File: config.mk
export PLATFORM = sky130hd
export DESIGN_NAME = second_chance_frame_replacer
export DESIGN_NICKNAME = d
export VERILOG_FILES = /design/src/hw/rtl/scfr_pkg.sv /design/src/hw/rtl/second_chance_frame_replacer.sv /design/src/hw/rtl/scfr_ram.sv
export SDC_FILE = /design/constraint.sdc
export NUM_CORES = 1
export LEC_CHECK = 0
export BUFFER_PORTS_ARGS = -buffer_cell sky130_fd_sc_hd__buf_2
export CAP_MARGIN = 40
export CELL_PAD_IN_SITES_DETAIL_PLACEMENT = 1
export CELL_PAD_IN_SITES_GLOBAL_PLACEMENT = 2
export CORE_AREA = 4 4 148 150
export DETAILED_ROUTE_END_ITERATION = 10
export DIE_AREA = 0 0 152 154
export PLACE_DENSITY = 0.81
export SLEW_MARGIN = 0
export SYNTH_ARGS = -nofsm -noshare
export SYNTH_HDL_FRONTEND = slang
export SYNTH_SLANG_ARGS = --single-unit
File: constraint.sdc
create_clock -name aclk -period 7.9 [get_ports aclk]
set_input_delay 0.395 -clock aclk [delete_from_list [all_inputs] [get_ports aclk]]
set_output_delay 0.395 -clock aclk [all_outputs]
set_load 0.02 [all_outputs]
File: src/hw/rtl/scfr_pkg.sv
// ----------------------------------------------------------------------------
// scfr_pkg
// Shared types and constants of the second-chance frame replacer.
// ----------------------------------------------------------------------------
package scfr_pkg;

    localparam int MAX_FRAMES_DEF = 8;
    localparam int PAGE_BITS_DEF  = 8;

    localparam int PAGE_ID_W  = 8;
    localparam int S_TDATA_W  = 8;
    localparam int STATUS_W   = 3;
    localparam int FRAME_W    = 3;
    localparam int EVICT_W    = 8;
    localparam int M_TDATA_W  = 16;
    localparam int M_PAD_W    = M_TDATA_W - FRAME_W - EVICT_W;
    localparam int CFG_W      = 4;

    localparam logic [CFG_W-1:0] CFG_RESET = 4'd8;

    localparam logic FUNC_ACCESS  = 1'b0;
    localparam logic FUNC_RELEASE = 1'b1;

    typedef enum logic [STATUS_W-1:0] {
        ST_HIT     = 3'd0,
        ST_LOAD    = 3'd1,
        ST_REPLACE = 3'd2,
        ST_RELEASE = 3'd3,
        ST_ABSENT  = 3'd4
    } status_t;

    typedef enum logic [2:0] {
        S_IDLE,
        S_SCAN,
        S_DECIDE,
        S_WALK,
        S_SHIFT_PRE,
        S_SHIFT,
        S_COMMIT,
        S_DONE
    } state_t;

endpackage

File: src/hw/rtl/second_chance_frame_replacer.sv
// A hit, a load or an absent release passes the frame scan and the decision before the result
// goes to the output register. A replacement or a release adds the FIFO walk and the entry
// shift, one entry a cycle, plus a setup and a commit state. One word at a time; the next
// word is taken the cycle after the result is loaded into the output register. Reset clears
// state, occupied and reference bits and the FIFO count at once; no clearing pass.
// ----------------------------------------------------------------------------
// second_chance_frame_replacer
// Page frame manager with second-chance victim selection, sequenced over
// a page memory and a FIFO memory.
// ----------------------------------------------------------------------------
module second_chance_frame_replacer #(
    parameter int MAX_FRAMES = scfr_pkg::MAX_FRAMES_DEF,
    parameter int PAGE_BITS  = scfr_pkg::PAGE_BITS_DEF
) (
    input  logic                              aclk,
    input  logic                              aresetn,
    input  logic                              cfg_valid,
    output logic                              cfg_ready,
    input  logic [scfr_pkg::CFG_W-1:0]        cfg_data,   // frames_in_use
    input  logic                              s_tvalid,
    output logic                              s_tready,
    input  logic [scfr_pkg::S_TDATA_W-1:0]    s_tdata,    // page_id
    input  logic                              s_tuser,    // func
    output logic                              m_tvalid,
    input  logic                              m_tready,
    output logic [scfr_pkg::M_TDATA_W-1:0]    m_tdata,    // frame, evicted_page, zero pad
    output logic [scfr_pkg::STATUS_W-1:0]     m_tuser     // status
);

    import scfr_pkg::*;

    localparam int FW = (MAX_FRAMES > 1) ? $clog2(MAX_FRAMES) : 1;
    localparam int CW = $clog2(MAX_FRAMES + 1);
    localparam int PW = PAGE_BITS;

    state_t                 state_reg, state_next;
    logic [FW-1:0]          idx_reg, idx_next;
    logic                   hit_reg, hit_next;
    logic                   free_reg, free_next;
    logic                   ul_reg, ul_next;
    logic [CW-1:0]          count_reg, count_next;
    logic [MAX_FRAMES-1:0]  valid_reg, valid_next;
    logic [MAX_FRAMES-1:0]  ref_reg, ref_next;
    logic [CFG_W-1:0]       cfg_reg;
    logic                   m_valid_reg, m_valid_next;

    logic                   func_reg;
    logic [PW-1:0]          page_reg;
    logic [CW-1:0]          act_reg, act_next;
    logic [FW-1:0]          hit_idx_reg, hit_idx_next;
    logic [FW-1:0]          free_idx_reg, free_idx_next;
    logic [FW-1:0]          frame_reg, frame_next;
    logic [FW-1:0]          head_reg, head_next;
    status_t                res_status_reg, res_status_next;
    logic [FW-1:0]          res_frame_reg, res_frame_next;
    logic [PW-1:0]          res_evict_reg, res_evict_next;
    status_t                m_status_reg;
    logic [FRAME_W-1:0]     m_frame_reg;
    logic [EVICT_W-1:0]     m_evict_reg;

    logic                   accept;
    logic                   load_m;
    logic                   pg_we;
    logic [FW-1:0]          pg_waddr, pg_raddr;
    logic [PW-1:0]          pg_wdata, pg_rdata;
    logic                   ff_we;
    logic [FW-1:0]          ff_waddr, ff_raddr;
    logic [FW-1:0]          ff_wdata, ff_rdata;

    scfr_ram #(
        .DEPTH (MAX_FRAMES),
        .WIDTH (PW),
        .AW    (FW)
    ) u_page_ram (
        .aclk  (aclk),
        .we    (pg_we),
        .waddr (pg_waddr),
        .wdata (pg_wdata),
        .raddr (pg_raddr),
        .rdata (pg_rdata)
    );

    scfr_ram #(
        .DEPTH (MAX_FRAMES),
        .WIDTH (FW),
        .AW    (FW)
    ) u_fifo_ram (
        .aclk  (aclk),
        .we    (ff_we),
        .waddr (ff_waddr),
        .wdata (ff_wdata),
        .raddr (ff_raddr),
        .rdata (ff_rdata)
    );

    assign cfg_ready = 1'b1;
    assign s_tready  = (state_reg == S_IDLE);
    assign accept    = s_tvalid && s_tready;
    assign m_tvalid  = m_valid_reg;
    assign m_tuser   = m_status_reg;
    assign m_tdata   = {{M_PAD_W{1'b0}}, m_evict_reg, m_frame_reg};

    // clamp of frames_in_use
    always_comb begin
        if (cfg_reg == '0) begin
            act_next = CW'(1);
        end else if (int'(cfg_reg) > MAX_FRAMES) begin
            act_next = CW'(MAX_FRAMES);
        end else begin
            act_next = CW'(cfg_reg);
        end
    end

    always_ff @(posedge aclk) begin
        if (!aresetn) begin
            state_reg   <= S_IDLE;
            idx_reg     <= '0;
            hit_reg     <= 1'b0;
            free_reg    <= 1'b0;
            ul_reg      <= 1'b0;
            count_reg   <= '0;
            valid_reg   <= '0;
            ref_reg     <= '0;
            cfg_reg     <= CFG_RESET;
            m_valid_reg <= 1'b0;
        end else begin
            state_reg   <= state_next;
            idx_reg     <= idx_next;
            hit_reg     <= hit_next;
            free_reg    <= free_next;
            ul_reg      <= ul_next;
            count_reg   <= count_next;
            valid_reg   <= valid_next;
            ref_reg     <= ref_next;
            m_valid_reg <= m_valid_next;
            if (cfg_valid) begin
                cfg_reg <= cfg_data;
            end
        end
    end

    always_ff @(posedge aclk) begin
        if (accept) begin
            func_reg <= s_tuser;
            page_reg <= PW'(s_tdata[PAGE_ID_W-1:0]);
            act_reg  <= act_next;
        end
        hit_idx_reg    <= hit_idx_next;
        free_idx_reg   <= free_idx_next;
        frame_reg      <= frame_next;
        head_reg       <= head_next;
        res_status_reg <= res_status_next;
        res_frame_reg  <= res_frame_next;
        res_evict_reg  <= res_evict_next;
        if (load_m) begin
            m_status_reg <= res_status_reg;
            m_frame_reg  <= FRAME_W'(res_frame_reg);
            m_evict_reg  <= EVICT_W'(res_evict_reg);
        end
    end

    always_comb begin
        state_next      = state_reg;
        idx_next        = idx_reg;
        hit_next        = hit_reg;
        free_next       = free_reg;
        ul_next         = ul_reg;
        count_next      = count_reg;
        valid_next      = valid_reg;
        ref_next        = ref_reg;
        hit_idx_next    = hit_idx_reg;
        free_idx_next   = free_idx_reg;
        frame_next      = frame_reg;
        head_next       = head_reg;
        res_status_next = res_status_reg;
        res_frame_next  = res_frame_reg;
        res_evict_next  = res_evict_reg;
        load_m          = 1'b0;
        pg_we           = 1'b0;
        pg_waddr        = frame_reg;
        pg_wdata        = page_reg;
        pg_raddr        = frame_reg;
        ff_we           = 1'b0;
        ff_waddr        = idx_reg;
        ff_wdata        = frame_reg;
        ff_raddr        = '0;

        case (state_reg)
            S_IDLE: begin
                pg_raddr = '0;
                if (s_tvalid) begin
                    idx_next   = '0;
                    hit_next   = 1'b0;
                    free_next  = 1'b0;
                    state_next = S_SCAN;
                end
            end
            S_SCAN: begin
                // read of the next frame overlaps the compare of this one
                pg_raddr = idx_reg + FW'(1);
                if (valid_reg[idx_reg] && (pg_rdata == page_reg) && !hit_reg) begin
                    hit_next     = 1'b1;
                    hit_idx_next = idx_reg;
                end
                if (!valid_reg[idx_reg] && (CW'(idx_reg) < act_reg) && !free_reg) begin
                    free_next     = 1'b1;
                    free_idx_next = idx_reg;
                end
                if (int'(idx_reg) == MAX_FRAMES - 1) begin
                    state_next = S_DECIDE;
                end else begin
                    idx_next = idx_reg + FW'(1);
                end
            end
            S_DECIDE: begin
                idx_next = '0;
                if (func_reg == FUNC_RELEASE) begin
                    if (!hit_reg) begin
                        res_status_next = ST_ABSENT;
                        res_frame_next  = '0;
                        res_evict_next  = '0;
                        state_next      = S_DONE;
                    end else begin
                        valid_next[hit_idx_reg] = 1'b0;
                        ref_next[hit_idx_reg]   = 1'b0;
                        res_status_next = ST_RELEASE;
                        res_frame_next  = hit_idx_reg;
                        res_evict_next  = '0;
                        frame_next      = hit_idx_reg;
                        state_next      = (count_reg == '0) ? S_DONE : S_WALK;
                    end
                end else if (hit_reg) begin
                    ref_next[hit_idx_reg] = 1'b1;
                    res_status_next = ST_HIT;
                    res_frame_next  = hit_idx_reg;
                    res_evict_next  = '0;
                    state_next      = S_DONE;
                end else if (free_reg) begin
                    pg_we    = 1'b1;
                    pg_waddr = free_idx_reg;
                    valid_next[free_idx_reg] = 1'b1;
                    ref_next[free_idx_reg]   = 1'b1;
                    if (int'(count_reg) < MAX_FRAMES) begin
                        ff_we      = 1'b1;
                        ff_waddr   = FW'(count_reg);
                        ff_wdata   = free_idx_reg;
                        count_next = count_reg + CW'(1);
                    end
                    res_status_next = ST_LOAD;
                    res_frame_next  = free_idx_reg;
                    res_evict_next  = '0;
                    state_next      = S_DONE;
                end else if (count_reg == '0) begin
                    frame_next = '0;
                    ul_next    = 1'b0;
                    state_next = S_SHIFT_PRE;
                end else begin
                    ul_next    = 1'b1;
                    state_next = S_WALK;
                end
            end
            S_WALK: begin
                ff_raddr = idx_reg + FW'(1);
                if (func_reg == FUNC_RELEASE) begin
                    if (ff_rdata == frame_reg) begin
                        ul_next    = 1'b1;
                        state_next = S_SHIFT_PRE;
                    end else if (int'(idx_reg) + 1 == int'(count_reg)) begin
                        state_next = S_DONE;
                    end else begin
                        idx_next = idx_reg + FW'(1);
                    end
                end else if (!ref_reg[ff_rdata]) begin
                    frame_next = ff_rdata;
                    state_next = S_SHIFT_PRE;
                end else begin
                    ref_next[ff_rdata] = 1'b0;
                    if (idx_reg == '0) begin
                        head_next = ff_rdata;
                    end
                    if (int'(idx_reg) + 1 == int'(count_reg)) begin
                        // every bit was set: head is the victim
                        frame_next = (idx_reg == '0) ? ff_rdata : head_reg;
                        idx_next   = '0;
                        state_next = S_SHIFT_PRE;
                    end else begin
                        idx_next = idx_reg + FW'(1);
                    end
                end
            end
            S_SHIFT_PRE: begin
                ff_raddr = idx_reg + FW'(1);
                if (ul_reg && (int'(idx_reg) + 1 < int'(count_reg))) begin
                    state_next = S_SHIFT;
                end else begin
                    state_next = S_COMMIT;
                end
            end
            S_SHIFT: begin
                ff_raddr = idx_reg + FW'(1) + FW'(1);
                ff_we    = 1'b1;
                ff_waddr = idx_reg;
                ff_wdata = ff_rdata;
                if (int'(idx_reg) + 2 < int'(count_reg)) begin
                    idx_next = idx_reg + FW'(1);
                end else begin
                    state_next = S_COMMIT;
                end
            end
            S_COMMIT: begin
                if (func_reg == FUNC_RELEASE) begin
                    count_next = count_reg - CW'(1);
                end else begin
                    res_status_next = ST_REPLACE;
                    res_frame_next  = frame_reg;
                    res_evict_next  = valid_reg[frame_reg] ? pg_rdata : '0;
                    pg_we = 1'b1;
                    valid_next[frame_reg] = 1'b1;
                    ref_next[frame_reg]   = 1'b1;
                    if (ul_reg) begin
                        ff_we    = 1'b1;
                        ff_waddr = FW'(count_reg - CW'(1));
                    end else if (int'(count_reg) < MAX_FRAMES) begin
                        ff_we      = 1'b1;
                        ff_waddr   = FW'(count_reg);
                        count_next = count_reg + CW'(1);
                    end
                end
                state_next = S_DONE;
            end
            S_DONE: begin
                if (!m_valid_reg || m_tready) begin
                    load_m     = 1'b1;
                    state_next = S_IDLE;
                end
            end
            default: begin
                state_next = S_IDLE;
            end
        endcase

        if (load_m) begin
            m_valid_next = 1'b1;
        end else if (m_tready) begin
            m_valid_next = 1'b0;
        end else begin
            m_valid_next = m_valid_reg;
        end
    end

`ifndef ASSERT_OFF
    a_count_range: assert property (@(posedge aclk) disable iff (!aresetn)
        int'(count_reg) <= MAX_FRAMES)
        else $error("fifo count above frame count");

    a_count_match: assert property (@(posedge aclk) disable iff (!aresetn)
        (state_reg == S_IDLE) |-> (int'(count_reg) == $countones(valid_reg)))
        else $error("fifo count differs from occupied frames");

    a_ref_valid: assert property (@(posedge aclk) disable iff (!aresetn)
        (state_reg == S_IDLE) |-> ((ref_reg & ~valid_reg) == '0))
        else $error("reference bit set on free frame");

    a_evict_zero: assert property (@(posedge aclk) disable iff (!aresetn)
        (m_valid_reg && (m_status_reg != ST_REPLACE)) |-> (m_evict_reg == '0))
        else $error("evicted page on non-replacement word");
`endif

endmodule

File: src/hw/rtl/scfr_ram.sv
// ----------------------------------------------------------------------------
// scfr_ram
// Simple dual-port RAM, one write and one registered read per cycle.
// ----------------------------------------------------------------------------
module scfr_ram #(
    parameter int DEPTH = 8,
    parameter int WIDTH = 8,
    parameter int AW    = 3
) (
    input  logic             aclk,
    input  logic             we,
    input  logic [AW-1:0]    waddr,
    input  logic [WIDTH-1:0] wdata,
    input  logic [AW-1:0]    raddr,
    output logic [WIDTH-1:0] rdata
);

    logic [WIDTH-1:0] mem_reg [DEPTH];
    logic [WIDTH-1:0] rdata_reg;

    always_ff @(posedge aclk) begin
        if (we) begin
            mem_reg[waddr] <= wdata;
        end
        rdata_reg <= mem_reg[raddr];
    end

    assign rdata = rdata_reg;

endmodule

==> results of run 1 <==
## layout by cell type (no fill, tap or decap), types with 10 or more instances in the layout
| cell | Yosys | routed |
|---|---|---|
| edfxtp_1 | 141 | 141 |
| dfxtp_1 | 45 | 45 |
| ha_1 | 20 | 20 |
| and2_1 | 16 | 16 |
| clkbuf_16 | 0 | 17 |
| nor3_1 | 13 | 13 |
| a221oi_1 | 10 | 10 |
| a311oi_1 | 13 | 13 |
| nand2_1 | 133 | 133 |
| buf_2 | 18 | 39 |
| a21oi_1 | 41 | 41 |
| inv_1 | 16 | 16 |
| o21ai_0 | 24 | 24 |
| a31o_2 | 10 | 10 |
| nor2_1 | 51 | 51 |
| mux2_2 | 10 | 10 |
| nor2b_1 | 20 | 20 |
| and3_1 | 11 | 11 |
| mux2i_1 | 35 | 35 |
| nand3_1 | 36 | 36 |
| nand2b_1 | 12 | 12 |
## synthesized netlist by cell type (16+ instances only)
cell type and count:
a21oi_1 41, and2_1 16, buf_2 18, clkbuf_1 30, dfxtp_1 45, edfxtp_1 141
ha_1 20, inv_1 16, mux2i_1 35, nand2_1 133, nand3_1 36, nor2_1 51
nor2b_1 20, o21ai_0 24
## cell families (layout without fill, tap and decap cells)
logic type                 after synthesis  after routing  share of synthesized area
other                                    2              6                   0.000823
muxes                                   47             47                     0.0557
and+or+nand+nor                        328            328                      0.172
xor gates and xnor gates                13             13                     0.0125
AOI/OAI and AO/OA                      167            167                      0.133
DFF                                    186            186                      0.563
buffers and inverters                   75             96                     0.0362
adders and majority gates               20             20                     0.0274
## power breakdown
group          internal [W]  switching, W  total (W)  leakage (nW)
Combinational      0.000362      0.000621   0.000983          1.61
Clock              0.000427      0.000425   0.000852         0.283
Sequential          0.00119      0.000167    0.00136          1.65
Total               0.00198       0.00121    0.00320          3.55
## per-layer routing
| metal | up-vias | global-route usage | part of all wire |
|---|---|---|---|
| met2 | 178 | 0.382 | 0.52 |
| li1 | 3107 | - | - |
| met3 | 32 | 0.0360 | 0.043 |
| met5 | - | 0 | 0 |
| met1 | 3337 | 0.264 | 0.42 |
| met4 | 0 | 0.0629 | 0.020 |
## per-stage QoR
step / total power [W] / hold WS, ns / cell area, sq um / setup WS [ns]
CTS: 0.00322 / 0.109 / 10100 / 4.57
detailed placement: 0.00236 / 0.407 / 9490 / 4.61
global route: 0.00337 / 0.0987 / 10100 / 4.26
floorplan: 0.00205 / 0.400 / 9140 / 5.29
finish: 0.00320 / 0.129 / 10100 / 4.57
global placement: 0.00232 / 0.402 / 9450 / 4.58
## final cells by class
class                   instances  area share
clock buffers                  17      0.0421
well taps                     275      0.0341
flip-flops and latches        186       0.509
inverters                      17     0.00632
multi-input cells             581       0.365
clock inverters                15      0.0176
repair buffers                 47      0.0257
## worst paths after layout
kind	cells after the start	slack, ns	endpoint	from
hold / removal	1	0.13	page_reg[1]	s_tdata[1]
setup reg to reg	6	4.57	u_page_ram.mem_reg[0][4]	state_reg[1]
setup / recovery	6	4.57	u_page_ram.mem_reg[0][4]	state_reg[1]
hold reg to reg	0	0.42	m_tuser[1]	res_status_reg[1]
## worst max-delay path: stages (launching register included)
cell	delay, ns
dfxtp_1	0.70
nand2b_1	0.44
nor2_1	0.32
nand3_1	0.21
mux2i_1	0.50
nand2_1	0.15
nor2_1	0.63
==> flow_metrics.py, run 1 <==
metrics = {
    "job": {
        "drv_cap": 0,
    },
    "outcome": {
        "status": "complete, no violations",
    },
    "cts": {
        "cts_tree": "done",
        "clock_latency_ns": 0.44,
        "clk_pin_slew_ns": 0.08,
        "cts_buffer_depth": 2,
        "cts_setup_buffers": 0,
        "ctsResizeCount": 0,
        "cts_root_buffer": "clkbuf_16",
        "cts_hold_buf": 0,
        "clock_sinks": 186,
        "htree_levels": 4,
        "cts_made_buffers": 17,
    },
    "detailed_routing": {
        "drc": 0,
        "ant_nets": 0,
        "dr.pass1.iters": 5,
        "vias": 6654,
        "wire_per_inst_um": 21.8,
        "drtIter0Drc": 488,
        "avgViaCountPerCell": 5.85,
        "routed_wl_mm": 24.8,
    },
    "die": {
        "initial_core_util": 0.441,
        "die-area_sq_um": 23400,
        "coreArea_sq_um": 20700,
        "die_y_um": 154,
        "fp.dieW_um": 152,
        "num_rows": 53,
        "io_pins": 40,
    },
    "final_layout": {
        "largest_reg_flops": 64,
        "layoutNonFillerInstCount": 1138,
        "drive_above_1_share": 0.138,
        "antennaDiodeCount": 0,
        "nets": 888,
        "ff_latch_area_sq_um": 5130,
        "post-route-util": 0.488,
        "area.growth.synth_to_final_pct": 10.6,
        "nFillCells": 2228,
        "multiInputGateArea_sq_um": 3690,
    },
    "power_and_ir_drop": {
        "worst_ir_drop_vdd_mv": 0.180,
        "power_density_nw_per_um2": 317,
        "p_leak_nw": 3.55,
    },
    "setup_path": {
        "crit_type": "register to register",
        "crit_required_ns": 7.97,
        "cp_data_arrival_time_ns": 3.40,
        "crit_fanout": 19,
        "critPathLaunchType": "register",
        "critPathCaptureType": "register",
    },
    "logic_synthesis": {
        "synth_edf_count": 141,
        "yosys_warnings": 0,
        "synth_ff_type": "edfxtp_1",
        "yosysTopAreaCellShare": 0.464,
        "synth.avg_cell_area_sq_um": 10.9,
        "synth_area_leader_cell": "edfxtp_1",
        "synthArstFlopShare": 0,
        "ys_seq_area_frac": 0.563,
        "netlist_instances": 838,
        "netlist_area_sq_um": 9130,
        "synth_area_leaders": "edfxtp_1 46%, dfxtp_1 9.9%, nand2_1 5.5%",
        "synth_seq_cells": 186,
        "yosysUniqueCellTypes": 72,
    },
    "timing": {
        "rsz0062_at_grt": "false",
        "slew_viol_final": 0,
        "max_freq_ghz": 0.300,
        "period_share": 0.422,
        "finalSetupViolCount": 0,
        "finalSetupTns_ns": 0,
        "period_minus_slack_ns": 3.33,
        "clock_skew_ns": 0.0102,
        "maxSlewHeadroom": 0.428,
        "tightest_slew_ns": 0.857,
        "hold_viol": 0,
    },
    "placement": {
        "portBuffers": 33,
        "dp_cells": 1106,
        "gp_congestion": 0.836,
        "dp_hpwl_mm": 18.0,
    },
    "global_route": {
        "grt_pass1_wl_mm": 39.1,
        "grt_max_degree": 36,
        "grt-ovfl-total": 0,
        "grt_pass1_vias": 6919,
        "antenna_found_initial": 0,
        "grt.total_usage": 0.213,
    },
    "hold_path": {
        "hp-class": "input port to register",
    },
}
Note: power is estimated with default switching activity, not from simulation.
==> run 2, diff against run 1 <==
--- a/config.mk
+++ b/config.mk
@@ -5,14 +5,15 @@
 export SDC_FILE = /design/constraint.sdc
 export NUM_CORES = 1
 export LEC_CHECK = 0
+export ABC_AREA = 1
 export BUFFER_PORTS_ARGS = -buffer_cell sky130_fd_sc_hd__buf_2
 export CAP_MARGIN = 40
 export CELL_PAD_IN_SITES_DETAIL_PLACEMENT = 1
 export CELL_PAD_IN_SITES_GLOBAL_PLACEMENT = 2
-export CORE_AREA = 4 4 148 150
+export CORE_AREA = 4 4 161 163
 export DETAILED_ROUTE_END_ITERATION = 10
-export DIE_AREA = 0 0 152 154
-export PLACE_DENSITY = 0.81
+export DIE_AREA = 0 0 165 167
+export PLACE_DENSITY = 0.77
 export SLEW_MARGIN = 0
 export SYNTH_ARGS = -nofsm -noshare
 export SYNTH_HDL_FRONTEND = slang
==> constraint.sdc (replaced) <==
create_clock -name aclk -period 3.4 [get_ports aclk]
set_input_delay 0.17 -clock aclk [delete_from_list [all_inputs] [get_ports aclk]]
set_output_delay 0.17 -clock aclk [all_outputs]
set_load 0.02 [all_outputs]
==> flow_metrics.py, run 2 <==
metrics = {
    "logic_synthesis": {
        "yosysUniqueCellTypes": 47,
        "ys_top_cells_by_count": "274 x nand2_1, 145 x inv_1, 141 x edfxtp_1",
        "yosysTopAreaCellShare": 0.446,
        "synth_ff_type": "edfxtp_1",
        "synth.avg_cell_area_sq_um": 8.62,
        "synth_area_leader_cell": "edfxtp_1",
        "synth_area_leaders": "edfxtp_1 45%, nand2_1 11%, dfxtp_1 9.5%",
        "yosys.cell_count.top_type": "nand2_1",
        "netlist_instances": 1101,
        "synth_edf_count": 141,
        "ys_seq_area_frac": 0.541,
        "synth_seq_cells": 186,
        "netlist_area_sq_um": 9490,
        "yosys_warnings": 0,
        "synthArstFlopShare": 0,
    },
    "timing": {
        "period_minus_slack_ns": 2.68,
        "finalSetupTns_ns": 0,
        "period_share": 0.788,
        "slew_viol_final": 0,
        "finalSetupViolCount": 0,
        "hold_viol": 0,
        "tightest_slew_ns": 0.976,
        "clock_skew_ns": 0.0237,
        "max_freq_ghz": 0.373,
        "maxSlewHeadroom": 0.349,
        "hold_ws_ns": 0.0230,
        "rsz0062_at_grt": "false",
    },
    "die": {
        "die-area_sq_um": 27600,
        "die_y_um": 167,
        "io_pins": 40,
        "coreArea_sq_um": 24300,
        "fp.dieW_um": 165,
        "initial_core_util": 0.390,
        "num_rows": 57,
    },
    "detailed_routing": {
        "wl_met1_mm": 13.0,
        "routed_wl_mm": 28.0,
        "wire_per_inst_um": 18.8,
        "top_layer": "met4",
        "met2_length_mm": 13.6,
        "avgViaCountPerCell": 5.14,
        "drtIter0Drc": 502,
        "ant_nets": 0,
        "route.met3.wl_um": 916,
        "drc": 0,
        "dr.pass1.iters": 4,
        "vias": 7659,
    },
    "placement": {
        "dp_hpwl_mm": 20.6,
        "portBuffers": 33,
        "gp_congestion": 0.866,
        "place_area_sq_um": 10000,
    },
    "global_route": {
        "grt-ovfl-total": 0,
        "antenna_found_initial": 0,
        "grt.total_usage": 0.212,
        "grt_pass1_vias": 8013,
        "grt_max_degree": 65,
        "grt_pass1_wl_mm": 44.9,
    },
    "final_layout": {
        "nets": 1191,
        "final_cell_mix": "274 x nand2_1, 145 x inv_1, 141 x edfxtp_1",
        "nFillCells": 2871,
        "layout_commonest_cell": "nand2_1",
        "final_area_sq_um": 10800,
        "drive_above_1_share": 0.102,
        "area.growth.synth_to_final_pct": 13.5,
        "multiInputGateArea_sq_um": 3550,
        "largest_reg_flops": 64,
        "ff_latch_area_sq_um": 5130,
        "antennaDiodeCount": 0,
    },
    "cts": {
        "cts_buffer_depth": 2,
        "htree_levels": 4,
        "cts_made_buffers": 17,
        "cts_tree": "done",
        "clk_pin_slew_ns": 0.08,
        "clock_latency_ns": 0.45,
        "cts_root_buffer": "clkbuf_16",
        "clock_sinks": 186,
        "ctsResizeCount": 0,
    },
    "job": {
        "drv_cap": 0,
    },
    "setup_path": {
        "critPathMaxStageDelay_ns": 0.69,
        "crit_required_ns": 3.52,
        "crit_fanout": 14,
        "cp_slowest_cell": "dfxtp_1",
        "critPathCaptureType": "register",
        "crit_type": "register to register",
        "path_cells": "inv_1, ha_1, ha_1, nand3b_1, nand2_1, inv_1, a21oi_1",
        "cp_data_arrival_time_ns": 2.80,
        "critPathLaunchType": "register",
    },
    "power_and_ir_drop": {
        "power_density_nw_per_um2": 821,
        "p_leak_nw": 4.55,
        "total_power_w": 0.00884,
        "worst_ir_drop_vdd_mv": 0.363,
    },
    "hold_path": {
        "hp-class": "input port to register",
    },
    "outcome": {
        "status": "complete, no violations",
    },
}
-- run 2: cell count changes in the layout (fill, tap and decap cells not counted), moves of 13 or more --
cell      previous run  this run
nand2_1            133       274
inv_1               16       145
nor2_1              51       109
mux2i_1             35         0
o21ai_0             24        59
nand3_1             36        59
nor2b_1             20         0
o211ai_1             2        22
buf_4                7        25
and2_1              16         0
a21oi_1             41        56
a311oi_1            13         0
-- run 2: cell type report --
type | instances | share of cell area
multi-input combinational | 721 | 0.330
clock inverter | 15 | 0.0177
clock buffer | 17 | 0.0395
inverter | 157 | 0.0547
timing repair buffer | 70 | 0.0439
tap | 324 | 0.0376
sequential | 186 | 0.477
-- run 2: what timing repair did --
action | CTS | global route
setup buffers | 0 | 0
hold buffers | 12 | 0
hold endpoints to repair | 11 | 0
-- run 2: final timing paths --
kind / slack, ns / end / start / cells past startpoint
worst max register to register: 0.72 / frame_reg[2] / idx_reg[0] / 7
worst min register to register: 0.42 / m_evict_reg[1] / res_evict_reg[1] / 0
worst min-delay path: 0.02 / cfg_reg[1] / cfg_data[1] / 3
worst max-delay path: 0.72 / frame_reg[2] / idx_reg[0] / 7
-- run 2: per-layer routing --
layer / GRT usage / up-vias
li1: - / 3781
met1: 0.291 / 3732
met2: 0.350 / 119
met3: 0.0336 / 27
met4: 0.0539 / 0
met5: 0 / -
-- run 2: metrics by stage --
stage | instances | utilization | setup slack, ns
2_1_floorplan | 1105 | - | 1.14
3_3_place_gp | 1445 | 0.412 | 0.832
3_5_place_dp | 1446 | 0.413 | 0.777
4_1_cts | 1490 | 0.443 | 0.740
5_1_grt | 1490 | 0.443 | 0.498
6_report | 1490 | 0.443 | 0.720
-- run 2: cell families (layout without fill, tap and decap cells) --
| family | after synthesis | after routing | synth area share |
|---|---|---|---|
| XOR/XNOR | 7 | 7 | 0.00646 |
| buffers and inverters | 198 | 259 | 0.0867 |
| AND/OR/NAND/NOR | 491 | 491 | 0.214 |
| other | 2 | 6 | 0.000792 |
| AO/OA/AOI/OAI | 197 | 197 | 0.124 |
| flip-flops | 186 | 186 | 0.541 |
| adder cells (fa/ha/maj) | 20 | 20 | 0.0264 |
-- run 2: worst max-delay path, delay by kind of cell (launching register included) --
| family | cells | cell delay (ns) |
|---|---|---|
| AO/OA/AOI/OAI | 1 | 0.29 |
| adder cells (fa/ha/maj) | 2 | 0.75 |
| buffers and inverters | 2 | 0.35 |
| flip-flops | 1 | 0.69 |
| AND/OR/NAND/NOR | 2 | 0.28 |
-- run 2: report_power, final --
| part | switching [W] | internal [W] |
|---|---|---|
| Clock | 0.00104 | 0.00101 |
| Sequential | 0.000449 | 0.00288 |
| Combinational | 0.00239 | 0.00107 |
| Total | 0.00388 | 0.00496 |
==> run 3, diff against run 2 <==
==> constraint.sdc (replaced) <==
create_clock -name aclk -period 2.6 [get_ports aclk]
set_input_delay 0.13 -clock aclk [delete_from_list [all_inputs] [get_ports aclk]]
set_output_delay 0.13 -clock aclk [all_outputs]
set_load 0.02 [all_outputs]
==> flow_metrics.py, run 3 (synthesized netlist as in run 2, its figures left out) <==
metrics = {
    "timing": {
        "tightest_slew_ns": 0.799,
        "maxSlewHeadroom": 0.467,
        "finalSetupTns_ns": 0,
        "finalSetupViolCount": 0,
        "max_freq_ghz": 0.423,
        "hold_viol": 0,
        "period_share": 0.909,
        "hold_ws_ns": 0.0294,
        "slew_viol_final": 0,
        "period_minus_slack_ns": 2.36,
        "rsz0062_at_grt": "false",
        "clock_skew_ns": 0.0148,
    },
    "die": {
        "die-area_sq_um": 27600,
        "initial_core_util": 0.390,
        "die_y_um": 167,
        "fp.dieW_um": 165,
        "io_pins": 40,
        "coreArea_sq_um": 24300,
        "num_rows": 57,
    },
    "setup_path": {
        "critPathCaptureType": "register",
        "cpMostUsedCell": "ha_1",
        "crit_required_ns": 2.71,
        "crit_type": "register to register",
        "critPathLaunchType": "register",
        "cp_top_family": "adder cells",
        "crit_fanout": 8,
        "path_cells": "ha_1, ha_1, ha_1, nand2_1, inv_1, nand3b_1, nand2_1, inv_1, a21oi_1",
        "cp_data_arrival_time_ns": 2.48,
        "critPathMaxStageDelay_ns": 0.39,
        "path_buf_inv": 2,
        "cp_slowest_cell": "dfxtp_1",
    },
    "placement": {
        "gp_congestion": 0.833,
        "dp_cells": 1476,
        "dp_hpwl_mm": 21.8,
        "portBuffers": 33,
    },
    "power_and_ir_drop": {
        "p_sw_frac": 0.441,
        "power_density_nw_per_um2": 1080,
        "switchingPower_w": 0.00528,
        "total_power_w": 0.0120,
        "internal_power_w": 0.00670,
        "p_leak_nw": 4.74,
        "worst_ir_drop_vdd_mv": 0.576,
        "combPwrFrac": 0.417,
        "seqPwrFrac": 0.354,
        "clkPwrFrac": 0.229,
    },
    "cts": {
        "cts_tree": "done",
        "cts_buffer_depth": 2,
        "ctsResizeCount": 0,
        "clock_latency_ns": 0.45,
        "cts_root_buffer": "clkbuf_16",
        "cts_made_buffers": 17,
        "clock_sinks": 186,
        "clk_pin_slew_ns": 0.08,
        "htree_levels": 4,
    },
    "detailed_routing": {
        "ant_nets": 0,
        "dr.pass1.iters": 4,
        "wire_per_inst_um": 19.4,
        "drc": 0,
        "drtIter0Drc": 545,
        "routed_wl_mm": 29.5,
        "vias": 7877,
        "avgViaCountPerCell": 5.17,
    },
    "global_route": {
        "antenna_found_initial": 0,
        "met2_usage": 0.363,
        "met1_usage": 0.303,
        "top_usage_layer": "met2",
        "grt_pass1_vias": 8169,
        "grt.total_usage": 0.219,
        "grt_use_met3": 0.0371,
        "grt-ovfl-total": 0,
        "grt_max_degree": 39,
        "grt_pass1_wl_mm": 46.3,
    },
    "final_layout": {
        "post-route-util": 0.455,
        "area.growth.synth_to_final_pct": 16.7,
        "drive_above_1_share": 0.124,
        "final_cell_mix": "274 x nand2_1, 145 x inv_1, 141 x edfxtp_1",
        "largest_reg_flops": 64,
        "antennaDiodeCount": 0,
        "layoutNonFillerInstCount": 1523,
        "layout_commonest_cell": "nand2_1",
        "nets": 1224,
    },
    "outcome": {
        "status": "complete, no violations",
    },
    "hold_path": {
        "hp-class": "input port to register",
    },
    "job": {
        "drv_cap": 0,
    },
}
run 3: per-layer routing:
metal  vias up  part of all wire
met5         -                 0
met4         0             0.014
met3        31             0.037
met2       156              0.48
met1      3844              0.47
li1       3846                 -
run 3: area by class of cell:
type                    instances  area [sq um]
fillers                      2852         13300
flip-flops and latches        186          5130
multi-input cells             721          3550
repair buffers                103           761
inverters                     157           589
clock buffers                  17           425
well taps                     324           405
clock inverters                15           204
run 3: through the flow:
step	setup slack, ns	cell area (sq um)
after detailed placement	0.289	10300
after global placement	0.333	10300
after CTS	0.255	11100
after global routing	0.00757	11100
final	0.235	11100
after floorplan	0.342	9500
run 3: power groups by stage:
stage | combinational (W) | clock, W | sequential, W
finish | 0.00499 | 0.00275 | 0.00424
floorplan | 0.00341 | 0 | 0.00409
global placement | 0.00489 | 0 | 0.00430
global route | 0.00565 | 0.00294 | 0.00429
CTS | 0.00504 | 0.00280 | 0.00424
detailed placement | 0.00499 | 0 | 0.00431
run 3: worst reg2reg max path, cell delays in order, from the launching register on:
cell      delay, ns
dfxtp_1        0.39
ha_1           0.23
ha_1           0.35
ha_1           0.31
nand2_1        0.05
inv_1          0.08
nand3b_1       0.15
nand2_1        0.13
inv_1          0.06
a21oi_1        0.30
run 3: timing repair:
action                    CTS  global route
hold endpoints to repair   13             0
setup buffers               0             0
hold buffers               15             0
run 3: path summary, 6_finish.rpt:
| check | from | endpoint | slack, ns | cells after the start |
|---|---|---|---|---|
| max | idx_reg[0] | frame_reg[2] | 0.24 | 9 |
| min | cfg_valid | cfg_reg[1] | 0.03 | 3 |
| max reg2reg | idx_reg[0] | frame_reg[2] | 0.24 | 9 |
| min reg2reg | res_evict_reg[5] | m_evict_reg[5] | 0.42 | 0 |
